## src/design/osdrf_pkg.sv

```systemverilog
// Shared types and constants for the OSD dirty-run frame encoder.
`timescale 1ns / 1ps
`default_nettype none
package osdrf_pkg;

    localparam logic [2:0] OP_WRITE  = 3'd0;
    localparam logic [2:0] OP_CLEAR  = 3'd1;
    localparam logic [2:0] OP_REDRAW = 3'd2;
    localparam logic [2:0] OP_READ   = 3'd3;
    localparam logic [2:0] OP_PULL   = 3'd4;

    localparam logic [7:0] CLEAR_CMD_BYTE  = 8'd2;
    localparam logic [7:0] STRING_CMD_BYTE = 8'd3;
    localparam logic [7:0] BLANK_RESET     = 8'd32;

    typedef struct packed {
        logic [2:0] op;
        logic [4:0] cell_row;
        logic [6:0] cell_col;
        logic [8:0] char_code;
    } in_item_t;

    typedef struct packed {
        logic [8:0] read_code;
        logic       read_ok;
        logic [7:0] out_byte;
        logic       out_valid;
        logic       out_last;
    } out_item_t;

    typedef enum logic [3:0] {
        RES_ZERO   = 4'd0,
        RES_READ   = 4'd1,
        RES_CLEAR  = 4'd2,
        RES_STRING = 4'd3,
        RES_ROW    = 4'd4,
        RES_COL    = 4'd5,
        RES_INFO   = 4'd6,
        RES_CODE   = 4'd7,
        RES_EMPTY  = 4'd8
    } res_sel_t;

    typedef struct packed {
        logic     sweep_start;
        logic     sweep_redraw;
        logic     sweep_step;
        logic     item_read;
        logic     write_commit;
        logic     find_origin;
        logic     find_next;
        logic     find_issue;
        logic     find_eval;
        logic     run_start;
        logic     run_load;
        logic     run_take;
        logic     run_finish;
        logic     code_issue;
        logic     code_finish;
        logic     res_set;
        res_sel_t res_sel;
        logic     res_mark_last;
        logic     res_push;
    } dp_cmd_t;

    typedef struct packed {
        logic [2:0] op;
        logic       on_screen;
        logic       sweep_last;
        logic       find_found;
        logic       find_exhausted;
        logic       run_more;
        logic       run_single;
        logic       out_free;
    } dp_sts_t;

endpackage
`default_nettype wire

```

## src/design/osdrf_ctrl.sv

```systemverilog
// Controller: sequences each operation and tracks the frame phase and clear flag.
`timescale 1ns / 1ps
`default_nettype none
module osdrf_ctrl (
    input  wire logic               aclk,
    input  wire logic               aresetn,
    input  wire logic               s_valid,
    output logic                    s_ready,
    input  wire osdrf_pkg::dp_sts_t sts,
    output osdrf_pkg::dp_cmd_t      cmd
);
    import osdrf_pkg::*;

    typedef enum logic [11:0] {
        S_INIT      = 12'b000000000001,
        S_IDLE      = 12'b000000000010,
        S_DECODE    = 12'b000000000100,
        S_WR_CMP    = 12'b000000001000,
        S_SWEEP     = 12'b000000010000,
        S_RD_WAIT   = 12'b000000100000,
        S_FIND_RD   = 12'b000001000000,
        S_FIND_CHK  = 12'b000010000000,
        S_RUN_LOAD  = 12'b000100000000,
        S_RUN_CHK   = 12'b001000000000,
        S_CODE_WAIT = 12'b010000000000,
        S_RESULT    = 12'b100000000000
    } state_t;

    typedef enum logic [5:0] {
        PH_IDLE  = 6'b000001,
        PH_CMD   = 6'b000010,
        PH_ROW   = 6'b000100,
        PH_COL   = 6'b001000,
        PH_INFO  = 6'b010000,
        PH_CODES = 6'b100000
    } phase_t;

    // Which pull started the current search for a dirty cell.
    typedef enum logic [2:0] {
        CTX_CLEAR = 3'b001,
        CTX_IDLE  = 3'b010,
        CTX_CODES = 3'b100
    } ctx_t;

    state_t state_reg, state_next;
    phase_t phase_reg, phase_next;
    ctx_t   ctx_reg, ctx_next;
    logic   clear_pending_reg, clear_pending_next;

    assign s_ready = state_reg == S_IDLE;

    always_comb begin
        cmd                = '0;
        state_next         = state_reg;
        phase_next         = phase_reg;
        ctx_next           = ctx_reg;
        clear_pending_next = clear_pending_reg;

        case (state_reg)
            S_INIT: begin
                cmd.sweep_step = 1'b1;
                if (sts.sweep_last) begin
                    state_next = S_IDLE;
                end
            end
            S_IDLE: begin
                if (s_valid) begin
                    state_next = S_DECODE;
                end
            end
            S_DECODE: begin
                case (sts.op)
                    OP_WRITE: begin
                        if (sts.on_screen) begin
                            cmd.item_read = 1'b1;
                            state_next    = S_WR_CMP;
                        end else begin
                            cmd.res_set = 1'b1;
                            state_next  = S_RESULT;
                        end
                    end
                    OP_CLEAR: begin
                        cmd.sweep_start    = 1'b1;
                        clear_pending_next = 1'b1;
                        phase_next         = PH_IDLE;
                        state_next         = S_SWEEP;
                    end
                    OP_REDRAW: begin
                        cmd.sweep_start  = 1'b1;
                        cmd.sweep_redraw = 1'b1;
                        state_next       = S_SWEEP;
                    end
                    OP_READ: begin
                        if (sts.on_screen) begin
                            cmd.item_read = 1'b1;
                            state_next    = S_RD_WAIT;
                        end else begin
                            cmd.res_set = 1'b1;
                            state_next  = S_RESULT;
                        end
                    end
                    OP_PULL: begin
                        case (phase_reg)
                            PH_IDLE: begin
                                cmd.find_origin = 1'b1;
                                state_next      = S_FIND_RD;
                                if (clear_pending_reg) begin
                                    clear_pending_next = 1'b0;
                                    cmd.res_set        = 1'b1;
                                    cmd.res_sel        = RES_CLEAR;
                                    ctx_next           = CTX_CLEAR;
                                end else begin
                                    ctx_next = CTX_IDLE;
                                end
                            end
                            PH_CMD: begin
                                cmd.res_set = 1'b1;
                                cmd.res_sel = RES_STRING;
                                phase_next  = PH_ROW;
                                state_next  = S_RESULT;
                            end
                            PH_ROW: begin
                                cmd.res_set = 1'b1;
                                cmd.res_sel = RES_ROW;
                                phase_next  = PH_COL;
                                state_next  = S_RESULT;
                            end
                            PH_COL: begin
                                cmd.res_set = 1'b1;
                                cmd.res_sel = RES_COL;
                                phase_next  = PH_INFO;
                                state_next  = S_RESULT;
                            end
                            PH_INFO: begin
                                cmd.run_start = 1'b1;
                                state_next    = S_RUN_LOAD;
                            end
                            PH_CODES: begin
                                cmd.code_issue = 1'b1;
                                state_next     = S_CODE_WAIT;
                            end
                            default: begin
                                cmd.res_set = 1'b1;
                                cmd.res_sel = RES_EMPTY;
                                phase_next  = PH_IDLE;
                                state_next  = S_RESULT;
                            end
                        endcase
                    end
                    default: begin
                        cmd.res_set = 1'b1;
                        state_next  = S_RESULT;
                    end
                endcase
            end
            S_WR_CMP: begin
                cmd.write_commit = 1'b1;
                cmd.res_set      = 1'b1;
                state_next       = S_RESULT;
            end
            S_SWEEP: begin
                cmd.sweep_step = 1'b1;
                if (sts.sweep_last) begin
                    cmd.res_set = 1'b1;
                    state_next  = S_RESULT;
                end
            end
            S_RD_WAIT: begin
                cmd.res_set = 1'b1;
                cmd.res_sel = RES_READ;
                state_next  = S_RESULT;
            end
            S_FIND_RD: begin
                cmd.find_issue = 1'b1;
                state_next     = S_FIND_CHK;
            end
            S_FIND_CHK: begin
                cmd.find_eval = 1'b1;
                if (sts.find_found) begin
                    state_next = S_RESULT;
                    case (ctx_reg)
                        CTX_IDLE: begin
                            cmd.res_set = 1'b1;
                            cmd.res_sel = RES_STRING;
                            phase_next  = PH_ROW;
                        end
                        default: begin
                            phase_next = PH_CMD;
                        end
                    endcase
                end else if (sts.find_exhausted) begin
                    state_next = S_RESULT;
                    phase_next = PH_IDLE;
                    case (ctx_reg)
                        CTX_IDLE: begin
                            cmd.res_set = 1'b1;
                            cmd.res_sel = RES_EMPTY;
                        end
                        default: begin
                            cmd.res_mark_last = 1'b1;
                        end
                    endcase
                end else begin
                    state_next = S_FIND_RD;
                end
            end
            S_RUN_LOAD: begin
                cmd.run_load = 1'b1;
                state_next   = S_RUN_CHK;
            end
            S_RUN_CHK: begin
                if (sts.run_more) begin
                    cmd.run_take = 1'b1;
                end else begin
                    cmd.run_finish = 1'b1;
                    cmd.res_set    = 1'b1;
                    cmd.res_sel    = RES_INFO;
                    phase_next     = PH_CODES;
                    state_next     = S_RESULT;
                end
            end
            S_CODE_WAIT: begin
                cmd.res_set     = 1'b1;
                cmd.res_sel     = RES_CODE;
                cmd.code_finish = 1'b1;
                if (sts.run_single) begin
                    cmd.find_next = 1'b1;
                    ctx_next      = CTX_CODES;
                    state_next    = S_FIND_RD;
                end else begin
                    state_next = S_RESULT;
                end
            end
            S_RESULT: begin
                if (sts.out_free) begin
                    cmd.res_push = 1'b1;
                    state_next   = S_IDLE;
                end
            end
            default: begin
                state_next = S_IDLE;
            end
        endcase
    end

    always_ff @(posedge aclk) begin
        if (!aresetn) begin
            state_reg         <= S_INIT;
            phase_reg         <= PH_IDLE;
            ctx_reg           <= CTX_IDLE;
            clear_pending_reg <= 1'b0;
        end else begin
            state_reg         <= state_next;
            phase_reg         <= phase_next;
            ctx_reg           <= ctx_next;
            clear_pending_reg <= clear_pending_next;
        end
    end

    // The store is being initialized right after reset, so no beat may be taken.
    a_init_not_ready: assert property (@(posedge aclk) !aresetn |=> !s_ready)
        else $error("input ready during reset initialization");

    a_push_free: assert property (@(posedge aclk) disable iff (!aresetn)
        cmd.res_push |-> sts.out_free)
        else $error("result pushed into an occupied output register");

    a_clear_flag: assert property (@(posedge aclk) disable iff (!aresetn)
        (state_reg == S_DECODE && sts.op == OP_CLEAR)
        |=> (clear_pending_reg && phase_reg == PH_IDLE))
        else $error("clear did not reset the frame");

    a_row_to_col: assert property (@(posedge aclk) disable iff (!aresetn)
        (state_reg == S_DECODE && sts.op == OP_PULL && phase_reg == PH_ROW)
        |=> (phase_reg == PH_COL))
        else $error("row byte not followed by column phase");

endmodule
`default_nettype wire

```

## config.mk

```make
export PLATFORM = sky130hd
export DESIGN_NAME = osdrf_ctrl
export DESIGN_NICKNAME = d
export VERILOG_FILES = /design/src/design/osdrf_pkg.sv /design/src/design/osdrf_ctrl.sv
export SDC_FILE = /design/constraint.sdc
export NUM_CORES = 1
export LEC_CHECK = 0
export ABC_AREA = 1
export BUFFER_PORTS_ARGS = -buffer_cell sky130_fd_sc_hd__buf_4
export CORE_UTILIZATION = 40
export CTS_CLUSTER_SIZE = 8
export DETAILED_ROUTE_END_ITERATION = 10
export GPL_ROUTABILITY_DRIVEN = 0
export PLACE_DENSITY = 0.64
export SYNTH_ARGS = -nofsm -noshare
export SYNTH_HDL_FRONTEND = slang
export SYNTH_SLANG_ARGS = --single-unit
```

## constraint.sdc

```tcl
create_clock -name aclk -period 1.8 [get_ports aclk]
set_input_delay 0.36 -clock aclk [delete_from_list [all_inputs] [get_ports aclk]]
set_output_delay 0.36 -clock aclk [all_outputs]
set_load 0.01 [all_outputs]
```

* Word level (Yosys, flattened, before mapping)
Cells that the tools add are included.
** Storage, ports and cells
- Bits in registers :: 22
- Output and inout port bits :: 23
- Word-level logic and storage cells :: 125
- Input port bits :: 13
** Operators by class
- Reduce and logical (&&, ||, !) cells :: 15
- Muxes and demuxes :: 71
- Equal/unequal tests :: 35
** Operators by type and width (count)
- $pmux 12 s11 :: 1
- $mux 12 :: 10
- $pmux 12 s4 :: 1
- $pmux 12 s3 :: 1
- $mux 1 :: 32
- $mux 5 :: 5
- $pmux 5 s5 :: 1
- $mux 6 :: 4
- $pmux 6 s4 :: 1
- $pmux 4 s5 :: 1
- $pmux 6 s3 :: 1
- $ne 2x2->1 const B :: 7
- $eq 12x1->1 const B :: 1
- $eq 12x10->1 const B :: 1
- $eq 12x11->1 const B :: 1
- $eq 12x12->1 const B :: 1
- $eq 12x2->1 const B :: 1
- $eq 12x3->1 const B :: 1
- $eq 12x4->1 const B :: 1
- $eq 12x5->1 const B :: 1
- $eq 12x6->1 const B :: 1
- $eq 12x7->1 const B :: 1
- $eq 12x8->1 const B :: 1
- $eq 12x9->1 const B :: 1
- other kinds (28) :: 44

* Depth between registers and ports, before layout
Gate-level depths: netlist of run 1.
- Depth after elaboration :: 5
- Depth in mapped cells :: 12
- Gate-level depth less buffers :: 12

* Worst setup path before layout of run 1
OpenSTA, ideal clock, no wires.
- Kind :: register to output
- Start :: reg state_reg[6]
- End :: out cmd[5] (netlist name)
- Buffers on the path :: 0
- Data required time :: 1440 ps
- Path slack :: 115 ps
- Cell stages (with the launch flop) :: 6
- Data arrival time :: 1325 ps
- Path through :: dfxtp_1 > nor2_2 > nand2_4 > nor2_4 > nand3_2 > o31ai_1
** RTL lines
- start, declared :: line osdrf_ctrl.sv:45 : state_t state_reg, state_next;
- start signal, assigned :: line osdrf_ctrl.sv:253 : state_reg <= state_next;
- end, declared :: line osdrf_ctrl.sv:10 : output osdrf_pkg::dp_cmd_t cmd

==> metrics.cfg, run 1 <==
[yosys]
synth_area_um2=1700
synth_nets=286
synth_cell_types=26
ys_seq_area_share_pct=25.9
synth.avg_cell_area_um2=6.24
synth_cells=273
ys_ff_latch=22
yosys_warnings=0

[worst_hold_path]
worst_hold_path.num_cells=2
min_to=state_reg[0]
min_path_type=in -> reg
min-delay-start=sts[5]

[clocking]
clk_latency_ps=270
cts_tree=built
clockRootBuffer=clkbuf_8
cts_buffer_depth=2
cts-buffers-inserted=3
h-tree-depth=1
clkSinkCount=22
holdBufCountCts=0
path_clk_slew_ps=80

[layout]
fin_nets=370
drive_above_1_share_pct=54.5
layout.cells.non_filler=406
largest_reg_flops=12
diodes=0
fin_util_pct=69.5
multi_input_area_um2=1330
syn2layout_area_growth_pct=65.7
seqCellArea_um2=472
nFillCells=335

[detailed_routing]
num_vias=2031
via_per_inst=5.00
finalWirelength_um=5280
drtIter0Drc=64
first_pass_iters=4
drcViolationCount=0
wl_per_cell_um=13.0
ant_nets=0

[floorplanning]
die_h_um=67.2
num_rows=23
die_w_um=67.2
start_util_pct=42.0
core_um2=4060
die_area_um2=4520
ios=36

[flow_run]
drv_cap=0

[timing]
worst_slew_pin_slew_ps=404
final.setup.worst_slack_ps=-195
final-hold-violation-count=0
period_needed_ps=1990
slew_headroom_pct=73.1
rsz0062_at_grt=yes
holdWs_ps=322
slew_violations=0
fin_tns_setup_ps=-1490
period_share_pct=111
timing.fmax_ghz=0.501
setup_viol_count_final=18
worst_clock_skew_ps=1.98

[critical_path]
crit_arrival_ps=1630
crit_chain=nor2_4 -> nand2_4 -> nor2_4 -> nand2_4 -> inv_2 -> nand3_2 -> nor3b_2 -> nand4_1 -> buf_4
reg2reg_from=state_reg[11]
startpoint_type=flip-flop
rr_endpoint=phase_reg[5]
critPathKind=reg -> out
max_stage_delay_ps=340
rrSetupSlack_ps=60
critPathCaptureType=primary output
slowest_stage=dfxtp_2
worstPathRequired_ps=1440
path_max_fanout=4
r2r_cells=12

[pwr]
cellPowerDensity_nw_per_um2=389
p_seq_share_pct=45.5
peakVddDrop_mv=0.343
leakage_uw=0.00145
switching_power_uw=313
swShare_pct=28.5
internal-power_uw=785
combinationalPowerShare_pct=21.1
clkPwrFrac_pct=33.4

[grt]
antenna_found_initial=0
grt_max_degree=13
grt_pass1_vias=1772
grt_overflow=0
track_usage_pct=23.4
grt_pass1_wl_um=8050

[place]
placed_cells=376
hpwl_um=3690
portBuffers=35
dpl_worst_slack_ps=55.4

[outcome]
violations=negative setup slack
outcome=complete, but fails checks

[cells by family after synthesis]
group | Yosys count | synth area share (%)
compound gates | 18 | 5.44
buf+inv | 53 | 12.3
simple gates | 180 | 56.4
flops | 22 | 25.9
[repair_timing]
action                     CTS  global route
buffers inserted            13            14
gates resized for setup     55            72
pin swaps                   16            18
setup endpoints to repair   20            24
[cell type report]
type                       count  area share [%]
sequential                    22            16.7
inverter                      50            7.49
timing repair buffer          82            24.6
clock buffer                   4            1.95
tap                           50            2.22
multi-input combinational    198            47.0
[power groups by stage]
stage | combinational, uW | clock (uW) | sequential [uW]
5_1_grt | 250 | 397 | 501
3_3_place_gp | 178 | 0 | 514
6_report | 232 | 367 | 500
2_1_floorplan | 103 | 0 | 513
3_5_place_dp | 178 | 0 | 514
4_1_cts | 190 | 371 | 504
[stage by stage]
stage | total power, uW | area, um^2
final | 1100 | 2820
after global routing | 1150 | 2820
after detailed placement | 692 | 2170
after global placement | 691 | 2170
after CTS | 1070 | 2480
after floorplan | 616 | 1700
[Yosys cell counts (all sizes together)]
cell	number	area (um^2)
a21oi	12	60.1
and3	1	6.26
buf	1	7.51
clkbuf	2	7.51
clkinv	2	10.0
dfxtp	22	440
inv	48	185
nand2	71	319
nand3	28	150
nand3b	3	22.5
nand4	7	43.8
nor2	54	318
nor3	14	86.3
nor3b	1	7.51
nor4	1	6.26
o21ai	5	25.0
o31ai	1	7.51
[critical path, delay by kind of cell, from the launching register on]
family	cells	cell delay [ps]
buffers and inverters	2	210
flip-flops	1	340
AND/OR/NAND/NOR	7	810
[metal layers]
layer / part of all wire, % / routed length [um] / up-vias / GRT usage [%]
li1: - / - / 1034 / -
met5: 0 / 0 / - / 0
met3: 5.6 / 298 / 4 / 2.53
met4: 0.64 / 34 / 0 / 5.05
met2: 49 / 2570 / 62 / 39.5
met1: 45 / 2380 / 931 / 31.8
[worst max-delay path by stage]
stage / start / end / slack (ps) / cells past startpoint
6_report: state_reg[3] / cmd[6] / -190 / 9
5_1_grt: state_reg[11] / cmd[6] / -270 / 9
4_1_cts: phase_reg[5] / cmd[5] / -170 / 8
3_5_place_dp: state_reg[4] / cmd[3] / 60 / 8
3_3_place_gp: state_reg[2] / cmd[6] / 50 / 9
2_1_floorplan: state_reg[6] / cmd[5] / 110 / 5
[layout by cell type, fill, tap and decap left out, drive strengths merged, types with 2 or more instances in the layout]
master / Yosys / layout
o21ai: 5 / 5
nand4: 7 / 7
nand3: 28 / 28
a21oi: 12 / 12
clkbuf: 2 / 4
dfxtp: 22 / 22
nand3b: 3 / 3
nand2: 71 / 71
buf: 1 / 82
nor2: 54 / 54
clkinv: 2 / 2
nor3: 14 / 14
inv: 48 / 48
Power figures use the tool's default switching activity.
==> run 2, diff against run 1 <==
Settings changed: PLACE_DENSITY 0.64 to 0.68.
==> metrics.cfg, run 2 (synthesis gave the netlist of run 1 again) <==
[clocking]
path_clk_slew_ps=90  ; was 80 ps
clockRootBuffer=clkbuf_8  ; unchanged
cts_buffer_depth=2  ; unchanged
clk_latency_ps=280  ; was 270 ps
cts_tree=built  ; unchanged
h-tree-depth=1  ; unchanged
clkSinkCount=22  ; unchanged
cts-buffers-inserted=3  ; unchanged

[timing]
worst_clock_skew_ps=4.23  ; was 1.98 ps
rsz0062_at_grt=yes  ; unchanged
worst_slew_pin_slew_ps=417  ; was 404 ps
period_share_pct=115  ; was 111%
period_needed_ps=2070  ; was 1990 ps
slew_violations=0  ; unchanged
final.setup.worst_slack_ps=-270  ; was -195 ps
setup_viol_count_final=16  ; was 18
timing.fmax_ghz=0.483  ; was 0.501 GHz
final-hold-violation-count=0  ; unchanged
slew_headroom_pct=72.1  ; was 73.1%

[layout]
drive_above_1_share_pct=41.7  ; was 54.5%
syn2layout_area_growth_pct=40.2  ; was 65.7%
final_common_cell=buf_4  ; unchanged
most-common-layout-cells=buf_4, nand2_1, inv_1  ; unchanged
layout.cells.non_filler=386  ; was 406
diodes=0  ; unchanged
fin_util_pct=58.8  ; was 69.5%
nFillCells=398  ; was 335
largest_reg_flops=12  ; unchanged
fin_nets=350  ; was 370

[place]
placed_cells=373  ; was 376
portBuffers=35  ; unchanged
hpwl_um=3580  ; was 3690 um

[floorplanning]
die_h_um=67.2  ; unchanged
num_rows=23  ; unchanged
ios=36  ; unchanged
core_um2=4060  ; unchanged
die_w_um=67.2  ; unchanged
die_area_um2=4520  ; unchanged
start_util_pct=42.0  ; unchanged

[pwr]
peakVddDrop_mv=0.314  ; was 0.343 mV
leakage_uw=0.00127  ; was 0.00145 uW
cellPowerDensity_nw_per_um2=452  ; was 389 nW/um^2

[detailed_routing]
first_pass_iters=5  ; was 4
drcViolationCount=0  ; unchanged
topRoutingLayerUsed=met4  ; unchanged
wl_per_cell_um=12.2  ; was 13.0 um
ant_nets=0  ; unchanged
finalWirelength_um=4730  ; was 5280 um
num_vias=1928  ; was 2031
drt-met1-wl_um=2190  ; was 2380 um
via_per_inst=4.99  ; was 5.00
wl_met3_um=256  ; was 298 um
drtIter0Drc=123  ; was 64
wl_met2_um=2160  ; was 2570 um

[grt]
grt_pass1_vias=1711  ; was 1772
grt_overflow=0  ; unchanged
track_usage_pct=22.2  ; was 23.4%
grt_max_degree=13  ; unchanged
antenna_found_initial=0  ; unchanged
grt_pass1_wl_um=7510  ; was 8050 um

[critical_path]
rrSetupSlack_ps=120  ; was 60 ps
r2r_cells=12  ; unchanged
path_max_fanout=4  ; unchanged
critPathKind=reg -> out  ; unchanged
crit_arrival_ps=1710  ; was 1630 ps
startpoint_type=flip-flop  ; unchanged
reg2reg_from=state_reg[4]  ; was state_reg[11]
critPathCaptureType=primary output  ; unchanged
worstPathRequired_ps=1440  ; about the same
rr_endpoint=phase_reg[2]  ; was phase_reg[5]

[worst_hold_path]
min_path_type=in -> reg  ; unchanged
min-delay-start=sts[5]  ; unchanged
min_to=state_reg[0]  ; unchanged
worst_hold_path.num_cells=2  ; unchanged

[flow_run]
drv_cap=0  ; unchanged

[outcome]
outcome=complete, but fails checks  ; unchanged
violations=negative setup slack  ; unchanged

## run 2: through the flow
| stage | setup TNS, ps | instance area, um^2 | setup slack (ps) | hold WS, ps | total power (uW) |
|---|---|---|---|---|---|
| 6_report | -1670 | 2390 | -270 | 286 | 1080 |
| 5_1_grt | -3220 | 2390 | -337 | 311 | 1120 |
| 4_1_cts | -1460 | 2310 | -176 | 293 | 1060 |
| 3_5_place_dp | 0 | 2150 | 0.919 | 464 | 687 |
| 3_3_place_gp | 0 | 2150 | 7.79 | 457 | 686 |
| 2_1_floorplan | 0 | 1700 | 115 | 444 | 616 |
## run 2: final cells by class
class | instances | area [um^2] | area share [%]
tap | 50 | 62.6 | 2.62
inverter | 50 | 199 | 8.33
multi-input combinational | 198 | 1150 | 48.1
sequential | 22 | 457 | 19.1
timing repair buffer | 62 | 465 | 19.5
clock buffer | 4 | 55.1 | 2.31
## run 2: worst max path at each step
stage                            start  cells past startpoint  endpoint  slack (ps)
after floorplan           state_reg[6]                      5    cmd[5]         110
after global placement          sts[8]                      7    cmd[5]           8
after detailed placement        sts[8]                      7    cmd[5]         0.9
after CTS                 state_reg[3]                      9    cmd[6]        -180
after global routing      state_reg[3]                      9    cmd[6]        -340
final                     state_reg[3]                      9    cmd[6]        -270
## run 2: worst max-delay path: stages (launching register included)
cell and delay (ps):
dfxtp_2 380, inv_1 60, nand2_1 70, nor2_2 40
buf_4 140, nand2_4 110, a21oi_2 60, nor3b_1 230
nand4_1 170, buf_4 180
## run 2: per-layer routing
layer | vias to the layer above | track usage [%]
met4 | 0 | 6.91
met2 | 63 | 36.4
li1 | 983 | -
met3 | 16 | 3.21
met5 | - | 0
met1 | 866 | 29.8
## run 2: what timing repair did
| item | in CTS | in global routing |
|---|---|---|
| gates resized for setup | 29 | 14 |
| endpoints found under the setup margin | 19 | 24 |
| pin swaps | 10 | 3 |
| setup buffers | 5 | 4 |
| hold buffers | 0 | 0 |
| cloned | 0 | 0 |
## run 2: where the power goes
part	internal, uW	total, uW	switching (uW)
registers	496	504	7.70
logic	77.7	190	112
clock network	196	384	188
==> run 3, diff against run 2 <==
Settings changed: CELL_PAD_IN_SITES_DETAIL_PLACEMENT set to 1, CELL_PAD_IN_SITES_GLOBAL_PLACEMENT set to 2, CORE_UTILIZATION 40 to 28, PLACE_DENSITY 0.68 to 0.84.
==> metrics.cfg, run 3 (synthesis gave the netlist of run 1 again) <==
[outcome]
outcome=complete, but fails checks  ; unchanged
violations=negative setup slack  ; unchanged

[place]
placed_area_um2=2240  ; was 2150 um^2
placed_cells=406  ; was 373
hpwl_um=4640  ; was 3580 um
portBuffers=35  ; unchanged

[pwr]
cellPowerDensity_nw_per_um2=379  ; was 452 nW/um^2
internal-power_uw=749  ; was 770 uW
clkPwrFrac_pct=30.5  ; was 35.6%
p_seq_share_pct=46.8  ; was 46.7%
peakVddDrop_mv=0.222  ; was 0.314 mV
switching_power_uw=326  ; was 308 uW
swShare_pct=30.4  ; was 28.6%
combinationalPowerShare_pct=22.7  ; was 17.6%
leakage_uw=0.00144  ; was 0.00127 uW

[floorplanning]
die_w_um=80.0  ; was 67.2 um
ios=36  ; unchanged
start_util_pct=28.9  ; was 42.0%
core_um2=5890  ; was 4060 um^2
die_area_um2=6400  ; was 4520 um^2
num_rows=28  ; was 23
die_h_um=80.0  ; was 67.2 um

[grt]
grt_pass1_wl_um=9490  ; was 7510 um
grt_max_degree=13  ; unchanged
grt_pass1_vias=1994  ; was 1711
grt_overflow=0  ; unchanged
antenna_found_initial=0  ; unchanged
track_usage_pct=19.3  ; was 22.2%

[detailed_routing]
via_per_inst=4.68  ; was 4.99
wl_per_cell_um=14.6  ; was 12.2 um
num_vias=2021  ; was 1928
drtIter0Drc=77  ; was 123
finalWirelength_um=6290  ; was 4730 um
wl_met3_um=164  ; was 256 um
wl_met2_um=3100  ; was 2160 um
first_pass_iters=4  ; was 5
topRoutingLayerUsed=met4  ; unchanged
drt-met1-wl_um=3000  ; was 2190 um
drcViolationCount=0  ; unchanged
ant_nets=0  ; unchanged

[timing]
period_needed_ps=2030  ; was 2070 ps
final-hold-violation-count=0  ; unchanged
slew_violations=0  ; unchanged
setup_viol_count_final=17  ; was 16
holdWs_ps=319  ; was 286 ps
slew_headroom_pct=67.5  ; was 72.1%
final.setup.worst_slack_ps=-234  ; was -270 ps
timing.fmax_ghz=0.492  ; was 0.483 GHz
period_share_pct=113  ; was 115%
worst_slew_pin_slew_ps=486  ; was 417 ps
worst_clock_skew_ps=6.56  ; was 4.23 ps
rsz0062_at_grt=yes  ; unchanged

[critical_path]
r2r_cells=14  ; was 12
worstPathRequired_ps=1440  ; about the same
path_max_fanout=5  ; was 4
critPathCaptureType=primary output  ; unchanged
rrSetupSlack_ps=40  ; was 120 ps
slowest_stage=dfxtp_2  ; unchanged
crit_chain=inv_1 -> nand2_1 -> nor2_2 -> buf_4 -> nand3_4 -> buf_6 -> nor2_4 -> buf_6  ; was inv_1 -> nand2_1 -> nor2_2 -> buf_4 -> nand2_4 -> a21oi_2 -> nor3b_1 -> nand4_1 -> buf_4
startpoint_type=flip-flop  ; unchanged
rr_endpoint=state_reg[7]  ; was phase_reg[2]
cp_common_cell=buf_6  ; was buf_4
reg2reg_from=state_reg[3]  ; was state_reg[4]
crit_arrival_ps=1670  ; was 1710 ps
max_stage_delay_ps=360  ; was 380 ps
critPathKind=reg -> out  ; unchanged

[flow_run]
drv_cap=0  ; unchanged

[layout]
most-common-layout-cells=buf_4, nand2_1, inv_1  ; unchanged
fin_util_pct=48.1  ; was 58.8%
fin_nets=372  ; was 350
diodes=0  ; unchanged
drive_above_1_share_pct=52.9  ; was 41.7%
final_area_um2=2830  ; was 2390 um^2
largest_reg_flops=12  ; unchanged
layout.cells.non_filler=432  ; was 386
final_common_cell=buf_4  ; unchanged
syn2layout_area_growth_pct=66.3  ; was 40.2%
nFillCells=755  ; was 398

[clocking]
cts_buffer_depth=2  ; unchanged
holdBufCountCts=0  ; unchanged
clk_latency_ps=270  ; was 280 ps
cts_tree=built  ; unchanged
clkSinkCount=22  ; unchanged
clockRootBuffer=clkbuf_8  ; unchanged
h-tree-depth=1  ; unchanged
path_clk_slew_ps=90  ; about the same
cts-buffers-inserted=3  ; unchanged

[worst_hold_path]
min-delay-start=sts[5]  ; unchanged
min_to=state_reg[0]  ; unchanged
min_path_type=in -> reg  ; unchanged
worst_hold_path.num_cells=2  ; unchanged

## run 3: changes by cell type in the layout (fill, tap and decap cells not counted), sizes merged
| cell | delta |
|---|---|
| clkbuf | -1 |
| buf | +22 |
## run 3: area by class of cell
| class | count | area (um^2) | area share, % |
|---|---|---|---|
| Clock buffer | 3 | 41.3 | 1.46 |
| Tap cell | 75 | 93.8 | 3.31 |
| Timing Repair Buffer | 84 | 717 | 25.3 |
| Sequential cell | 22 | 458 | 16.2 |
| Inverter | 50 | 211 | 7.46 |
| Multi-Input combinational cell | 198 | 1310 | 46.3 |
## run 3: through the flow
| stage | worst slack [ps] | setup TNS, ps | power, uW |
|---|---|---|---|
| floorplan | 115 | 0 | 616 |
| global placement | 0.700 | 0 | 695 |
| detailed placement | -83.9 | -83.9 | 698 |
| CTS | -172 | -1660 | 1040 |
| global route | -335 | -4230 | 1120 |
| finish | -234 | -2470 | 1070 |
## run 3: routing by layer
layer,global-route usage (%),vias up
met1,25.3,958
li1,-,1032
met5,0,-
met3,2.17,2
met4,3.75,0
met2,33.8,29
## run 3: worst max-delay path by stage
stage	start	to	slack, ps	depth (start not counted)
floorplan	state_reg[6]	cmd[5]	110	5
finish	state_reg[3]	cmd[16]	-230	8
global placement	sts[7]	cmd[5]	0.7	7
CTS	state_reg[8]	cmd[6]	-170	9
detailed placement	sts[7]	cmd[5]	-80	7
global route	state_reg[3]	cmd[6]	-330	9
## run 3: power by group through the flow
stage	Clock [uW]	Combinational, uW	Sequential [uW]
2_1_floorplan	0	103	513
3_3_place_gp	0	181	514
3_5_place_dp	0	184	515
4_1_cts	334	203	504
5_1_grt	353	265	504
6_report	328	244	503
## run 3: timing repair
action,4_1_cts,5_1_grt
resized for setup,50,66
setup endpoints to repair,20,32
pin swaps,10,17
gates cloned,0,0
setup buffers,13,12
## run 3: critical path: cells and delay by family (launching register included)
family | cells | cell delay [ps]
buf+inv | 4 | 560
flops | 1 | 360
simple gates | 4 | 500
